## src/design/itf_pkg.sv

```systemverilog
// ----------------------------------------------------------------------------
// itf_pkg: shared definitions for the integer to text formatter
// Sizes, conversion codes, ASCII codes, the digit unit control group and the
// digit to character function.
// ----------------------------------------------------------------------------
`default_nettype none

package itf_pkg;

   // value width and pad limit
   localparam int VALUE_BITS = 64;
   localparam int MAX_PAD    = 120;

   // digit counts per radix for a VALUE_BITS wide magnitude
   localparam int DEC_DIGITS = (VALUE_BITS * 30103) / 100000 + 1;
   localparam int OCT_DIGITS = (VALUE_BITS + 2) / 3;
   localparam int HEX_DIGITS = (VALUE_BITS + 3) / 4;
   localparam int BIN_DIGITS = VALUE_BITS;

   localparam int DEC_BITS = 4 * DEC_DIGITS;
   localparam int OCT_BITS = 3 * OCT_DIGITS;
   localparam int HEX_BITS = 4 * HEX_DIGITS;

   // digit window width: widest left-aligned digit string
   localparam int DIG_W = (DEC_BITS > OCT_BITS) ?
                          ((DEC_BITS > HEX_BITS) ? DEC_BITS : HEX_BITS) :
                          ((OCT_BITS > HEX_BITS) ? OCT_BITS : HEX_BITS);

   // digit counter and text length widths
   localparam int CNT_W = $clog2(BIN_DIGITS + 1);
   localparam int LEN_W = $clog2(MAX_PAD + BIN_DIGITS + 8);

   // conversion codes
   localparam logic [2:0] OP_SDEC = 3'd0;
   localparam logic [2:0] OP_UDEC = 3'd1;
   localparam logic [2:0] OP_OCT  = 3'd2;
   localparam logic [2:0] OP_HEXL = 3'd3;
   localparam logic [2:0] OP_HEXU = 3'd4;
   localparam logic [2:0] OP_BIN  = 3'd5;

   // ASCII codes
   localparam logic [7:0] CH_ZERO  = 8'h30;
   localparam logic [7:0] CH_MINUS = 8'h2D;
   localparam logic [7:0] CH_PLUS  = 8'h2B;
   localparam logic [7:0] CH_SPACE = 8'h20;
   localparam logic [7:0] CH_X_LO  = 8'h78;
   localparam logic [7:0] CH_X_UP  = 8'h58;
   localparam logic [7:0] CH_B_LO  = 8'h62;
   localparam logic [7:0] CH_A_LO  = 8'h61;
   localparam logic [7:0] CH_A_UP  = 8'h41;

   // commands to the digit unit, at most one per cycle
   typedef struct packed {
      logic load;     // take a new magnitude
      logic step;     // one shift-add-3 iteration
      logic commit;   // move the BCD result into the digit window
      logic shift;    // drop the top digit
   } dig_ctl_type;

   // map a digit value to its ASCII code
   function automatic logic [7:0] digit_char(input logic [3:0] d, input logic upper);
      logic [7:0] c;
      if (d < 4'd10) begin
         c = CH_ZERO + {4'b0000, d};
      end else begin
         c = (upper ? CH_A_UP : CH_A_LO) + {4'b0000, d - 4'd10};
      end
      return c;
   endfunction

endpackage

`default_nettype wire

```

## src/design/integer_to_text_formatter.sv

```systemverilog
// ----------------------------------------------------------------------------
// integer_to_text_formatter: printf style integer to ASCII conversion
// Formats one value per command as signed or unsigned decimal, octal, hex or
// binary text with sign, prefix and zero padding, up to four characters a beat.
// ----------------------------------------------------------------------------
//
//   channel   ports                         handshake
//   -------   ---------------------------   --------------------------------
//   command   start, busy, req_*            taken when start & !busy
//   result    rsp_valid, rsp_*              one-cycle strobe, never stalled
//
// Sequence: decimal runs VALUE_BITS shift-add-3 steps and a commit; every
// radix then drops leading zero digits, ends the skip, counts padding, sets
// up and emits one character at a time; an undefined code goes straight to
// setup and gives the empty text beat. Busy is low after reset, which
// clears the sequencer and the result strobe; the receiver cannot stall.
// ----------------------------------------------------------------------------
`default_nettype none

module integer_to_text_formatter (
   input  wire logic        clock,
   input  wire logic        reset,
   input  wire logic        start,
   output logic             busy,
   input  wire logic [2:0]  req_opcode,
   input  wire logic [63:0] req_value_bits,
   input  wire logic        req_flag_left,
   input  wire logic        req_flag_plus,
   input  wire logic        req_flag_space,
   input  wire logic        req_flag_zero,
   input  wire logic        req_flag_alt,
   input  wire logic signed [7:0] req_precision,
   input  wire logic [6:0]  req_field_width,
   output logic             rsp_valid,
   output logic [31:0]      rsp_text_chars,
   output logic [2:0]       rsp_char_count,
   output logic             rsp_last_group
);
   import itf_pkg::*;

   // sequencer states
   localparam logic [2:0] ST_IDLE  = 3'd0;
   localparam logic [2:0] ST_CONV  = 3'd1;
   localparam logic [2:0] ST_SKIP  = 3'd2;
   localparam logic [2:0] ST_CALC  = 3'd3;
   localparam logic [2:0] ST_SETUP = 3'd4;
   localparam logic [2:0] ST_EMIT  = 3'd5;

   logic [2:0]       state_ff, state_in;
   logic [2:0]       op_ff, op_in;
   logic             bad_ff, bad_in;
   logic             sgn_ff, sgn_in;
   logic [7:0]       sign_char_ff, sign_char_in;
   logic [7:0]       letter_ff, letter_in;
   logic             pfx_ff, pfx_in;
   logic             octz_ff, octz_in;
   logic             zpad_ff, zpad_in;
   logic             pg_ff, pg_in;
   logic [LEN_W-1:0] prec_ff, prec_in;
   logic [LEN_W-1:0] width_ff, width_in;
   logic [CNT_W-1:0] iter_ff, iter_in;
   logic [CNT_W-1:0] rem_ff, rem_in;
   logic [LEN_W-1:0] zc_ff, zc_in;
   logic [LEN_W-1:0] b1_ff, b1_in;
   logic [LEN_W-1:0] b2_ff, b2_in;
   logic [LEN_W-1:0] b3_ff, b3_in;
   logic [LEN_W-1:0] n_ff, n_in;
   logic [LEN_W-1:0] pos_ff, pos_in;
   logic [1:0]       lane_ff, lane_in;
   logic [31:0]      word_ff, word_in;
   logic             rsp_valid_ff, rsp_valid_in;
   logic [31:0]      rsp_text_ff, rsp_text_in;
   logic [2:0]       rsp_count_ff, rsp_count_in;
   logic             rsp_last_ff, rsp_last_in;

   logic [VALUE_BITS-1:0] val;
   logic [VALUE_BITS-1:0] mag;
   logic                  neg;
   logic [7:0]            prec_raw;
   logic [7:0]            width_raw;
   logic [LEN_W-1:0]      len_a;
   logic [LEN_W-1:0]      len1;
   logic [LEN_W-1:0]      tw;
   logic                  defz;
   logic [LEN_W-1:0]      n_calc;
   logic [7:0]            ch;
   logic                  last_char;
   logic [31:0]           word_next;
   logic [3:0]            top_digit;
   dig_ctl_type           dig_ctl;

   // digit unit
   itf_digit_src u_digits (
      .clock     (clock),
      .ctl       (dig_ctl),
      .op        (state_ff == ST_IDLE ? req_opcode : op_ff),
      .mag       (mag),
      .top_digit (top_digit)
   );

   // magnitude and sign of the incoming value
   always_comb begin
      val       = req_value_bits[VALUE_BITS-1:0];
      neg       = (req_opcode == OP_SDEC) && val[VALUE_BITS-1];
      mag       = neg ? (~val + VALUE_BITS'(1)) : val;
      prec_raw  = {1'b0, req_precision[6:0]};
      width_raw = {1'b0, req_field_width};
   end

   // length before padding and the default zero digit
   always_comb begin
      len_a = LEN_W'(rem_ff) + LEN_W'(octz_ff) + ((pfx_ff && zpad_ff) ? LEN_W'(2) : '0);
      defz  = (len_a == '0);
      len1  = len_a + LEN_W'(defz);
      if (zpad_ff) begin
         tw = width_ff - LEN_W'(sgn_ff && (width_ff != '0));
      end else begin
         tw = '0;
      end
      n_calc = LEN_W'(sgn_ff) + (pfx_ff ? LEN_W'(2) : '0) + zc_ff + LEN_W'(octz_ff)
               + LEN_W'(rem_ff);
   end

   // character at the current text position
   always_comb begin
      if (pos_ff < b1_ff) begin
         ch = sign_char_ff;
      end else if (pos_ff < b2_ff) begin
         ch = (pos_ff == b1_ff) ? CH_ZERO : letter_ff;
      end else if (pos_ff < b3_ff) begin
         ch = CH_ZERO;
      end else begin
         ch = digit_char(top_digit, op_ff == OP_HEXU);
      end
      last_char = (pos_ff == n_ff - LEN_W'(1));
      word_next = word_ff | (32'(ch) << {lane_ff, 3'b000});
   end

   // sequencer
   always_comb begin
      state_in     = state_ff;
      op_in        = op_ff;
      bad_in       = bad_ff;
      sgn_in       = sgn_ff;
      sign_char_in = sign_char_ff;
      letter_in    = letter_ff;
      pfx_in       = pfx_ff;
      octz_in      = octz_ff;
      zpad_in      = zpad_ff;
      pg_in        = pg_ff;
      prec_in      = prec_ff;
      width_in     = width_ff;
      iter_in      = iter_ff;
      rem_in       = rem_ff;
      zc_in        = zc_ff;
      b1_in        = b1_ff;
      b2_in        = b2_ff;
      b3_in        = b3_ff;
      n_in         = n_ff;
      pos_in       = pos_ff;
      lane_in      = lane_ff;
      word_in      = word_ff;
      rsp_valid_in = 1'b0;
      rsp_text_in  = rsp_text_ff;
      rsp_count_in = rsp_count_ff;
      rsp_last_in  = rsp_last_ff;
      dig_ctl      = '0;

      unique case (state_ff)
         // take a command and load the digit unit
         ST_IDLE: begin
            if (start) begin
               dig_ctl.load = 1'b1;
               op_in        = req_opcode;
               bad_in       = (req_opcode > OP_BIN);
               sgn_in       = (req_opcode == OP_SDEC) &&
                              (neg || req_flag_plus || req_flag_space);
               sign_char_in = neg ? CH_MINUS : (req_flag_plus ? CH_PLUS : CH_SPACE);
               pfx_in       = req_flag_alt && (req_opcode >= OP_HEXL) &&
                              (req_opcode <= OP_BIN);
               octz_in      = req_flag_alt && (req_opcode == OP_OCT);
               zpad_in      = req_flag_zero && !req_flag_left;
               pg_in        = !req_precision[7];
               prec_in      = LEN_W'((prec_raw > 8'(MAX_PAD)) ? 8'(MAX_PAD) : prec_raw);
               width_in     = LEN_W'((width_raw > 8'(MAX_PAD)) ? 8'(MAX_PAD) : width_raw);
               iter_in      = CNT_W'(VALUE_BITS);
               case (req_opcode) inside
                  OP_SDEC, OP_UDEC: begin
                     letter_in = CH_B_LO;
                     rem_in    = CNT_W'(DEC_DIGITS);
                     state_in  = ST_CONV;
                  end
                  OP_OCT: begin
                     letter_in = CH_B_LO;
                     rem_in    = CNT_W'(OCT_DIGITS);
                     state_in  = ST_SKIP;
                  end
                  OP_HEXL: begin
                     letter_in = CH_X_LO;
                     rem_in    = CNT_W'(HEX_DIGITS);
                     state_in  = ST_SKIP;
                  end
                  OP_HEXU: begin
                     letter_in = CH_X_UP;
                     rem_in    = CNT_W'(HEX_DIGITS);
                     state_in  = ST_SKIP;
                  end
                  OP_BIN: begin
                     letter_in = CH_B_LO;
                     rem_in    = CNT_W'(BIN_DIGITS);
                     state_in  = ST_SKIP;
                  end
                  default: begin
                     letter_in = CH_B_LO;
                     rem_in    = '0;
                     state_in  = ST_SETUP;
                  end
               endcase
            end
         end

         // run the binary to BCD iterations, then commit
         ST_CONV: begin
            if (iter_ff != '0) begin
               dig_ctl.step = 1'b1;
               iter_in      = iter_ff - CNT_W'(1);
            end else begin
               dig_ctl.commit = 1'b1;
               state_in       = ST_SKIP;
            end
         end

         // drop leading zero digits
         ST_SKIP: begin
            if ((rem_ff != '0) && (top_digit == 4'd0)) begin
               dig_ctl.shift = 1'b1;
               rem_in        = rem_ff - CNT_W'(1);
            end else begin
               state_in = ST_CALC;
            end
         end

         // count the padding zeros
         ST_CALC: begin
            if (pg_ff) begin
               zc_in = (prec_ff > len_a) ? prec_ff - len_a : '0;
            end else begin
               zc_in = LEN_W'(defz) + ((tw > len1) ? tw - len1 : '0);
            end
            state_in = ST_SETUP;
         end

         // set the segment boundaries, or give the empty text beat
         ST_SETUP: begin
            b1_in   = LEN_W'(sgn_ff);
            b2_in   = LEN_W'(sgn_ff) + (pfx_ff ? LEN_W'(2) : '0);
            b3_in   = LEN_W'(sgn_ff) + (pfx_ff ? LEN_W'(2) : '0) + zc_ff + LEN_W'(octz_ff);
            n_in    = bad_ff ? '0 : n_calc;
            pos_in  = '0;
            lane_in = 2'd0;
            word_in = '0;
            if (bad_ff || (n_calc == '0)) begin
               rsp_valid_in = 1'b1;
               rsp_text_in  = '0;
               rsp_count_in = 3'd0;
               rsp_last_in  = 1'b1;
               state_in     = ST_IDLE;
            end else begin
               state_in = ST_EMIT;
            end
         end

         // one character a cycle, a beat every four or at the end
         ST_EMIT: begin
            dig_ctl.shift = (pos_ff >= b3_ff);
            pos_in        = pos_ff + LEN_W'(1);
            lane_in       = lane_ff + 2'd1;
            if ((lane_ff == 2'd3) || last_char) begin
               rsp_valid_in = 1'b1;
               rsp_text_in  = word_next;
               rsp_count_in = {1'b0, lane_ff} + 3'd1;
               rsp_last_in  = last_char;
               word_in      = '0;
            end else begin
               word_in = word_next;
            end
            if (last_char) begin
               state_in = ST_IDLE;
            end
         end

         default: begin
            state_in = ST_IDLE;
         end
      endcase
   end

   // control registers
   always_ff @(posedge clock) begin
      if (reset) begin
         state_ff     <= ST_IDLE;
         rsp_valid_ff <= 1'b0;
      end else begin
         state_ff     <= state_in;
         rsp_valid_ff <= rsp_valid_in;
      end
   end

   // payload registers
   always_ff @(posedge clock) begin
      op_ff        <= op_in;
      bad_ff       <= bad_in;
      sgn_ff       <= sgn_in;
      sign_char_ff <= sign_char_in;
      letter_ff    <= letter_in;
      pfx_ff       <= pfx_in;
      octz_ff      <= octz_in;
      zpad_ff      <= zpad_in;
      pg_ff        <= pg_in;
      prec_ff      <= prec_in;
      width_ff     <= width_in;
      iter_ff      <= iter_in;
      rem_ff       <= rem_in;
      zc_ff        <= zc_in;
      b1_ff        <= b1_in;
      b2_ff        <= b2_in;
      b3_ff        <= b3_in;
      n_ff         <= n_in;
      pos_ff       <= pos_in;
      lane_ff      <= lane_in;
      word_ff      <= word_in;
      rsp_text_ff  <= rsp_text_in;
      rsp_count_ff <= rsp_count_in;
      rsp_last_ff  <= rsp_last_in;
   end

   // drive the ports
   assign busy           = (state_ff != ST_IDLE);
   assign rsp_valid      = rsp_valid_ff;
   assign rsp_text_chars = rsp_text_ff;
   assign rsp_char_count = rsp_count_ff;
   assign rsp_last_group = rsp_last_ff;

`ifndef ASSERT_OFF
   // the final beat leaves the block ready
   a_last_idle: assert property (@(posedge clock) disable iff (reset)
      rsp_valid && rsp_last_group |-> !busy)
      else $error("final beat while busy");

   // only the final beat may be partly filled
   a_full_group: assert property (@(posedge clock) disable iff (reset)
      rsp_valid && !rsp_last_group |-> rsp_char_count == 3'd4)
      else $error("short beat before the final one");

   // an accepted command makes the block busy
   a_accept_busy: assert property (@(posedge clock) disable iff (reset)
      start && !busy |=> busy)
      else $error("command accepted without going busy");

   // emission never runs past the text length
   a_emit_pos: assert property (@(posedge clock) disable iff (reset)
      state_ff == ST_EMIT |-> pos_ff < n_ff)
      else $error("character position beyond text length");
`endif

endmodule

`default_nettype wire

```

## src/design/itf_digit_src.sv

```systemverilog
// ----------------------------------------------------------------------------
// itf_digit_src: digit source for the integer to text formatter
// Converts a magnitude to BCD with one shift-add-3 step a cycle while stepped,
// and keeps the digits of the selected radix left-aligned in a window that
// shifts out one digit a cycle while shifted, most significant first.
// ----------------------------------------------------------------------------
`default_nettype none

module itf_digit_src (
   input  wire logic                          clock,
   input  wire itf_pkg::dig_ctl_type          ctl,
   input  wire logic [2:0]                    op,
   input  wire logic [itf_pkg::VALUE_BITS-1:0] mag,
   output logic [3:0]                         top_digit
);
   import itf_pkg::*;

   logic [VALUE_BITS-1:0] bin_ff;
   logic [DEC_BITS-1:0]   bcd_ff;
   logic [DEC_BITS-1:0]   bcd_adj;
   logic [DIG_W-1:0]      dig_ff;

   // add 3 to every BCD digit of 5 or more before the shift
   always_comb begin
      for (int i = 0; i < DEC_DIGITS; i++) begin
         bcd_adj[4*i +: 4] = (bcd_ff[4*i +: 4] >= 4'd5) ?
                             bcd_ff[4*i +: 4] + 4'd3 : bcd_ff[4*i +: 4];
      end
   end

   // load, convert, commit and shift the digit window
   always_ff @(posedge clock) begin
      if (ctl.load) begin
         bin_ff <= mag;
         bcd_ff <= '0;
         case (op)
            OP_OCT:  dig_ff <= DIG_W'(OCT_BITS'(mag)) << (DIG_W - OCT_BITS);
            OP_BIN:  dig_ff <= DIG_W'(mag) << (DIG_W - VALUE_BITS);
            default: dig_ff <= DIG_W'(HEX_BITS'(mag)) << (DIG_W - HEX_BITS);
         endcase
      end else if (ctl.step) begin
         bcd_ff <= {bcd_adj[DEC_BITS-2:0], bin_ff[VALUE_BITS-1]};
         bin_ff <= bin_ff << 1;
      end else if (ctl.commit) begin
         dig_ff <= DIG_W'(bcd_ff) << (DIG_W - DEC_BITS);
      end else if (ctl.shift) begin
         case (op)
            OP_OCT:  dig_ff <= dig_ff << 3;
            OP_BIN:  dig_ff <= dig_ff << 1;
            default: dig_ff <= dig_ff << 4;
         endcase
      end
   end

   // top digit of the window for the current radix
   always_comb begin
      case (op)
         OP_OCT:  top_digit = {1'b0, dig_ff[DIG_W-1 -: 3]};
         OP_BIN:  top_digit = {3'b000, dig_ff[DIG_W-1]};
         default: top_digit = dig_ff[DIG_W-1 -: 4];
      endcase
   end

endmodule

`default_nettype wire

```

## config.mk

```make
export PLATFORM = sky130hd
export DESIGN_NAME = integer_to_text_formatter
export DESIGN_NICKNAME = d
export VERILOG_FILES = /design/src/design/itf_pkg.sv /design/src/design/integer_to_text_formatter.sv /design/src/design/itf_digit_src.sv
export SDC_FILE = /design/constraint.sdc
export NUM_CORES = 1
export LEC_CHECK = 0
export BUFFER_PORTS_ARGS = -buffer_cell sky130_fd_sc_hd__buf_2
export CELL_PAD_IN_SITES_DETAIL_PLACEMENT = 0
export CELL_PAD_IN_SITES_GLOBAL_PLACEMENT = 2
export CORE_UTILIZATION = 43
export CTS_CLUSTER_DIAMETER = 50
export DETAILED_ROUTE_END_ITERATION = 16
export PLACE_DENSITY_LB_ADDON = 0.1
export SLEW_MARGIN = 20
export SYNTH_ARGS = -nofsm -noshare
export SYNTH_HDL_FRONTEND = slang
export SYNTH_SLANG_ARGS = --single-unit
```

## constraint.sdc

```tcl
create_clock -name clock -period 14.1 [get_ports clock]
set_input_delay 0 -clock clock [delete_from_list [all_inputs] [get_ports clock]]
set_output_delay 0 -clock clock [all_outputs]
set_load 0.05 [all_outputs]
```

==> impl_metrics.tcl, run 1 <==
set metrics [dict create \
    worst_path_max_delay_cell "sky130_fd_sc_hd__nor4b_2" \
    holdPathStages 4 \
    fill_cells 4672 \
    postSynthRegisterBits 367 \
    antenna_found_initial 2 \
    die_y_extent_um 228 \
    cell_area_after_synthesis_sq_mm 0.0219 \
    hold_path.class "in -> reg" \
    reg2reg_from "rem_ff[0]" \
    cts-htree-levels 2 \
    reg2reg_setup_slack_ps 8860 \
    synth_async_reset_ratio_pct 0 \
    vdd.ir_drop.worst_uv 126 \
    holdPathEnd "u_digits.bin_ff[9]" \
    cts_buffers 50 \
    die_area_sq_mm 0.0518 \
    drive_gt1_share_pct 10.5 \
    cts.path.max_buffers 3 \
    report.final.hold_viol_count 0 \
    totalNegativeSetupSlack_ps 0 \
    grt_max_degree 92 \
    detail_route.wl_per_cell_um 18.5 \
    timing.critical_path.fanout_max 6 \
    port-buffer-count 123 \
    design.final.nets 2668 \
    fin_worst_skew_ps 21.9 \
    diodes 0 \
    slew-limit-headroom_pct 22.8 \
    min_period_over_period_pct 37.1 \
    layout-area-overhead-vs-synth_pct 16.3 \
    via_per_inst 5.65 \
    final_ant_viol_nets 0 \
    fp.dieW_um 228 \
    postSynthAreaPerCell_sq_um 9.38 \
    core_sq_mm 0.0502 \
    clock-root-buffer "sky130_fd_sc_hd__clkbuf_16" \
    synth_ff_type "sky130_fd_sc_hd__edfxtp_1" \
    io-pin-count 128 \
    crit_top_cell "sky130_fd_sc_hd__ha_1" \
    cts_sinks 367 \
    worst_setup_path_start_kind "flip-flop" \
    syn-instance-count 2334 \
    finalWeightedCongestion 0.802 \
    criticalPathCategory "reg -> reg" \
    timing.critical_path.arrival_ps 5520 \
    max_freq_ghz 0.191 \
    vias 18000 \
    worstRegToRegCells 21 \
    floorplan.initialDensity_pct 43.6 \
    clock_latency_ps 590 \
    route.detailed.drc 0 \
    first_pass_iteration_count_of_the_detailed_router 5 \
    wire_length_of_the_first_global_routing_pass_um 94600 \
    ys_types 84 \
    regToRegEndpoint "zc_ff[6]" \
    p_per_area_mw_per_mm2 217 \
    routed_wl_um 58900 \
    worstMarginPinSlew_ps 1140 \
    grt_setup_unrepaired "no" \
    final_max_slew_viol_count 0 \
    first_iter_violations 1229 \
    power_mw 5.52 \
    post-cts-setup-buffer-count 0 \
    synth_enable_flop_cells 283 \
    tritoncts "yes" \
    clk_pin_slew_worst_paths_ps 60 \
    hold_start "req_value_bits[9]" \
    synth-seq-area-share_pct 46.5 \
    fp-row-count 82 \
    cap_viol_max_count 0 \
    path_cells "ha_1 > inv_1 > fa_1 > nand3b_1 > xor2_1 > nand3b_1 > nor4b_2 > ha_1 > nand3b_1 > nor3_1 > xnor2_1 > ha_1 > o21ai_0 > nand2b_1 > a31oi_1 > nor2_1 > and2_1 > ha_1 > nand4_1 > xor2_1 > o22ai_1" \
    place.detailed.hpwl_um 39200 \
    fin_crit_ps 5240 \
    end_kind "flip-flop" \
    overflow 0 \
    grtUsageTotal_pct 23.0 \
    run_status "completed" \
    timing.critical_path.slowest_cell_delay_ps 560 \
    vias_in_the_first_global_route 17400 \
    p_leak_nw 9.33 \
    setup_viol 0 \
    yosys_warnings 0 \
    cp_data_required_time_ps 14390 \
    critPathTopFamily "simple AND/OR/NAND/NOR gates" \
    critical_path_buf_inv_count 1 \
]
## cell usage after synthesis (40+ instances only)
library cell	instances	area share [%]
sky130_fd_sc_hd__edfxtp_1	283	39
sky130_fd_sc_hd__nor2_1	218	3.7
sky130_fd_sc_hd__nand2_1	211	3.6
sky130_fd_sc_hd__o21ai_0	199	4.5
sky130_fd_sc_hd__a21oi_1	164	3.7
sky130_fd_sc_hd__nand3_1	144	3.3
sky130_fd_sc_hd__clkbuf_1	117	2.0
sky130_fd_sc_hd__inv_1	97	1.7
sky130_fd_sc_hd__ha_1	94	5.4
sky130_fd_sc_hd__dfxtp_1	84	7.7
sky130_fd_sc_hd__xnor2_1	84	3.4
sky130_fd_sc_hd__a22oi_1	66	2.3
sky130_fd_sc_hd__o211ai_1	59	2.0
sky130_fd_sc_hd__xor2_1	57	2.3
sky130_fd_sc_hd__o221ai_1	44	1.8
sky130_fd_sc_hd__nor3_1	40	0.91
## per-stage QoR
stage / worst slack [ps] / util, % / std cells / hold WS [ps] / cell area [sq um]
2_1_floorplan: 8880 / - / 2337 / 69.1 / 21900
3_3_place_gp: 8650 / 45.9 / 3007 / 197 / 23000
3_5_place_dp: 8560 / 45.9 / 3007 / 197 / 23000
4_1_cts: 8500 / 50.7 / 3192 / 8.97 / 25500
5_1_grt: 8400 / 50.7 / 3192 / 71.2 / 25500
6_report: 8860 / 50.7 / 3192 / 34.6 / 25500
## final cells by class
| class | count | area (sq um) | area share, % |
|---|---|---|---|
| Timing Repair Buffer | 236 | 1690 | 6.65 |
| Sequential cell | 367 | 10200 | 40.0 |
| Tap cell | 672 | 841 | 3.30 |
| Multi-Input combinational cell | 1723 | 10900 | 42.7 |
| Inverter | 100 | 378 | 1.48 |
| Clock inverter | 29 | 200 | 0.786 |
| Clock buffer | 65 | 1310 | 5.14 |
## layout by cell type, fill, tap and decap left out, types with 44 or more instances in the layout
cell type | synthesis | layout
sky130_fd_sc_hd__inv_1 | 97 | 97
sky130_fd_sc_hd__xor2_1 | 57 | 57
sky130_fd_sc_hd__xnor2_1 | 84 | 84
sky130_fd_sc_hd__edfxtp_1 | 283 | 283
sky130_fd_sc_hd__clkbuf_16 | 0 | 50
sky130_fd_sc_hd__nand3_1 | 144 | 143
sky130_fd_sc_hd__a21oi_1 | 164 | 163
sky130_fd_sc_hd__buf_2 | 9 | 123
sky130_fd_sc_hd__a22oi_1 | 66 | 66
sky130_fd_sc_hd__dfxtp_1 | 84 | 84
sky130_fd_sc_hd__o221ai_1 | 44 | 44
sky130_fd_sc_hd__o211ai_1 | 59 | 59
sky130_fd_sc_hd__dlygate4sd3_1 | 0 | 91
sky130_fd_sc_hd__nor2_1 | 218 | 216
sky130_fd_sc_hd__nand2_1 | 211 | 207
sky130_fd_sc_hd__o21ai_0 | 199 | 198
sky130_fd_sc_hd__ha_1 | 94 | 94
## kinds of logic (layout without fill, tap and decap cells)
logic type | after synthesis | after routing | share of synthesized area (%)
AND/OR/NAND/NOR | 792 | 792 | 17.4
AO/OA/AOI/OAI | 674 | 674 | 19.5
flip-flops | 367 | 367 | 46.5
buffers and inverters | 247 | 430 | 4.35
XOR/XNOR | 147 | 147 | 6.09
adder cells (fa/ha/maj) | 100 | 100 | 5.92
multiplexers | 6 | 6 | 0.291
other | 1 | 4 | 0.0171
## power breakdown
part | internal, mW | switching, mW
clock network | 0.662 | 0.500
registers | 1.76 | 0.274
logic | 0.846 | 1.48
## timing repair
action,CTS,global route
setup endpoints to repair,0,0
hold buffers,91,0
hold endpoints to repair,151,0
resized for setup,0,0
## worst register-to-register path: stages, from the launching register on
cell and delay, ps:
sky130_fd_sc_hd__edfxtp_1 430, sky130_fd_sc_hd__ha_1 210, sky130_fd_sc_hd__inv_1 60, sky130_fd_sc_hd__fa_1 390, sky130_fd_sc_hd__nand3b_1 240, sky130_fd_sc_hd__xor2_1 280
sky130_fd_sc_hd__nand3b_1 130, sky130_fd_sc_hd__nor4b_2 560, sky130_fd_sc_hd__ha_1 300, sky130_fd_sc_hd__nand3b_1 120, sky130_fd_sc_hd__nor3_1 270, sky130_fd_sc_hd__xnor2_1 170
sky130_fd_sc_hd__ha_1 290, sky130_fd_sc_hd__o21ai_0 180, sky130_fd_sc_hd__nand2b_1 100, sky130_fd_sc_hd__a31oi_1 330, sky130_fd_sc_hd__nor2_1 140, sky130_fd_sc_hd__and2_1 180
sky130_fd_sc_hd__ha_1 220, sky130_fd_sc_hd__nand4_1 100, sky130_fd_sc_hd__xor2_1 150, sky130_fd_sc_hd__o22ai_1 90
## layer usage
| layer | track usage [%] | vias up | share of wire [%] |
|---|---|---|---|
| met5 | 0 | - | 0.039 |
| met4 | 5.95 | 4 | 2.1 |
| met3 | 3.42 | 87 | 4.1 |
| met2 | 39.0 | 363 | 48 |
| met1 | 30.6 | 8664 | 46 |
| li1 | - | 8904 | - |
## worst max path at each step
stage	startpoint	end	slack (ps)	depth (start not counted)
finish	rem_ff[0]	zc_ff[6]	8860	21
global route	rem_ff[0]	zc_ff[6]	8400	21
CTS	rem_ff[0]	zc_ff[6]	8500	21
detailed placement	rem_ff[0]	zc_ff[6]	8560	21
global placement	rem_ff[1]	zc_ff[6]	8650	20
floorplan	state_ff[2]	u_digits.dig_ff[0]	8880	13
## state kept, by name, summed over array words and instances, names as in the netlist, 8 cells and up
name,cells
b3_ff,8
u_digits.bin_ff,64
pos_ff,8
u_digits.bcd_ff,80
n_ff,8
word_ff,28
zc_ff,8
rsp_text_chars,28
u_digits.dig_ff,80
(Power assumes the default switching activity.)
==> inputs of run 2 (changes only) <==
--- a/config.mk
+++ b/config.mk
@@ -8,7 +8,7 @@
 export BUFFER_PORTS_ARGS = -buffer_cell sky130_fd_sc_hd__buf_2
 export CELL_PAD_IN_SITES_DETAIL_PLACEMENT = 0
 export CELL_PAD_IN_SITES_GLOBAL_PLACEMENT = 2
-export CORE_UTILIZATION = 43
+export CORE_UTILIZATION = 40
 export CTS_CLUSTER_DIAMETER = 50
 export DETAILED_ROUTE_END_ITERATION = 16
 export PLACE_DENSITY_LB_ADDON = 0.1
==> constraint.sdc (replaced) <==
create_clock -name clock -period 5 [get_ports clock]
set_input_delay 0 -clock clock [delete_from_list [all_inputs] [get_ports clock]]
set_output_delay 0 -clock clock [all_outputs]
set_load 0.05 [all_outputs]
==> impl_metrics.tcl, run 2 (synthesis gave the netlist of run 1 again) <==
set metrics [dict create \
    run_status "completed" \
    final_max_slew_viol_count 0 \
    core_sq_mm 0.0539 \
    clk_pin_slew_worst_paths_ps 50 \
    via_per_inst 5.58 \
    cp_data_required_time_ps 5290 \
    stdcell_count 3225 \
    grtUsageTotal_pct 20.7 \
    reg_top3 "u_digits.bcd_ff: 80 flops, u_digits.dig_ff: 80 flops, u_digits.bin_ff: 64 flops" \
    met1_length_um 27400 \
    slew-limit-headroom_pct 32.5 \
    overflow 0 \
    final-seq-area_sq_mm 0.0102 \
    floorplan.initialDensity_pct 40.6 \
    max_freq_ghz 0.212 \
    wire_length_of_the_first_global_routing_pass_um 94100 \
    clock_latency_ps 590 \
    criticalPathCategory "reg -> reg" \
    diodes 0 \
    critPathTopFamily "simple AND/OR/NAND/NOR gates" \
    p_per_area_mw_per_mm2 620 \
    antenna_found_initial 0 \
    crit_top_cell "sky130_fd_sc_hd__ha_1" \
    placed_cells 3042 \
    cts_buffers 51 \
    cap_viol_max_count 0 \
    die_y_extent_um 236 \
    vias 18000 \
    worst_path_max_delay_cell "sky130_fd_sc_hd__edfxtp_1" \
    fin_worst_skew_ps 24.7 \
    final_ant_viol_nets 0 \
    vias_in_the_first_global_route 17500 \
    route.detailed.drc 0 \
    clock-root-buffer "sky130_fd_sc_hd__clkbuf_16" \
    critical_path_buf_inv_count 1 \
    die_area_sq_mm 0.0557 \
    first_iter_violations 1162 \
    cts.path.max_buffers 3 \
    timing.critical_path.fanout_max 5 \
    p_sw_share_pct 40.0 \
    place.detailed.hpwl_um 39500 \
    power.net_switching_mw 6.40 \
    timing.critical_path.slowest_cell_delay_ps 430 \
    vdd.ir_drop.worst_uv 432 \
    end_kind "flip-flop" \
    cts-htree-levels 2 \
    multi_input_area_sq_mm 0.0109 \
    met3WireLength_um 1970 \
    route.met2.wl_um 27400 \
    detail_route.wl_per_cell_um 18.0 \
    combPwrFrac_pct 41.4 \
    fin_crit_ps 4710 \
    routed_wl_um 58000 \
    report.final.hold_viol_count 0 \
    sequentialPowerShare_pct 35.7 \
    grt_max_degree 204 \
    fp.dieW_um 236 \
    most_common_library_cell_in_the_layout_ignoring_fill_and_taps "sky130_fd_sc_hd__edfxtp_1" \
    cts_sinks 367 \
    min_period_over_period_pct 94.2 \
    drive_gt1_share_pct 11.9 \
    cell_internal_pwr_mw 9.61 \
    design.final.nets 2676 \
    clkPwrFrac_pct 23.0 \
    hold_path.class "in -> reg" \
    fill_cells 5132 \
    first_pass_iteration_count_of_the_detailed_router 5 \
    path_cells "ha_1 > inv_1 > fa_2 > nand3b_1 > xor2_2 > nand3b_1 > nor4b_2 > ha_1 > nand3b_1 > nor3_2 > xnor2_1 > ha_1 > o21ai_0 > nand2b_1 > a31oi_2 > nor2_1 > and2_1 > ha_1 > nand4_1 > xor2_1 > o22ai_1" \
    timing.critical_path.arrival_ps 5000 \
    worst_setup_path_start_kind "flip-flop" \
    routed.top_layer "met4" \
    layout-area-overhead-vs-synth_pct 17.9 \
    tritoncts "yes" \
    finalWeightedCongestion 0.810 \
    port-buffer-count 123 \
    leading_cell_types_in_the_layout_fill_and_taps_excluded "sky130_fd_sc_hd__edfxtp_1, sky130_fd_sc_hd__nor2_1, sky130_fd_sc_hd__nand2_1" \
    io-pin-count 128 \
    setup_viol 0 \
    worstMarginPinSlew_ps 1010 \
    power_mw 16.0 \
    p_leak_nw 9.52 \
    fp-row-count 85 \
]
[run 2: tightest hold or removal path: stages]
cell                      delay [ps]
sky130_fd_sc_hd__buf_2           220
sky130_fd_sc_hd__xnor2_1         120
sky130_fd_sc_hd__o21ai_0         160
[run 2: repair_timing]
action                                  4_1_cts  5_1_grt
gates resized for setup                       1        5
hold buffers                                 86        0
endpoints found under the setup margin        2        6
endpoints found under the hold margin       143        0
buffers inserted                              0        1
pin swaps                                     0        2
[run 2: per-stage QoR]
stage          setup TNS (ps)  utilization [%]  hold WS (ps)  worst slack, ps  cell area, sq um
2_1_floorplan               0                -          69.1              257             21900
3_3_place_gp                0             43.0           197              211             23200
3_5_place_dp            -30.0             43.0           195            -28.5             23200
4_1_cts                     0             47.8          4.31             95.4             25800
5_1_grt                 -18.7             47.9          62.2            -9.90             25800
6_report                    0             47.9          39.5              292             25800
[run 2: per-layer routing]
metal	vias to the layer above	track usage (%)
li1	8921	-
met4	0	5.94
met5	-	0
met2	367	34.5
met3	76	2.28
met1	8629	28.4
[run 2: power groups by stage]
stage                     Combinational [mW]  Sequential [mW]  Clock, mW
after floorplan                         4.87             5.58          0
after global placement                  6.47             5.74          0
after detailed placement                6.55             5.75          0
after CTS                               6.67             5.70       3.78
after global routing                    7.48             5.84       3.89
final                                   6.63             5.71       3.68
[run 2: cell type report]
cell class | count | share of cell area (%)
well taps | 696 | 3.37
flip-flops and latches | 367 | 39.4
repair buffers | 243 | 6.81
multi-input cells | 1723 | 42.2
clock buffers | 57 | 5.15
inverters | 100 | 1.46
clock inverters | 39 | 1.57
[run 2: worst paths after layout]
kind                       startpoint                  to  slack, ps  cells after the start
setup reg to reg            rem_ff[0]            zc_ff[6]        290                     21
hold reg to reg   u_digits.bin_ff[63]  u_digits.bcd_ff[0]        450                      2
hold / removal      req_value_bits[4]  u_digits.bin_ff[4]         40                      3
setup / recovery            rem_ff[0]            zc_ff[6]        290                     21
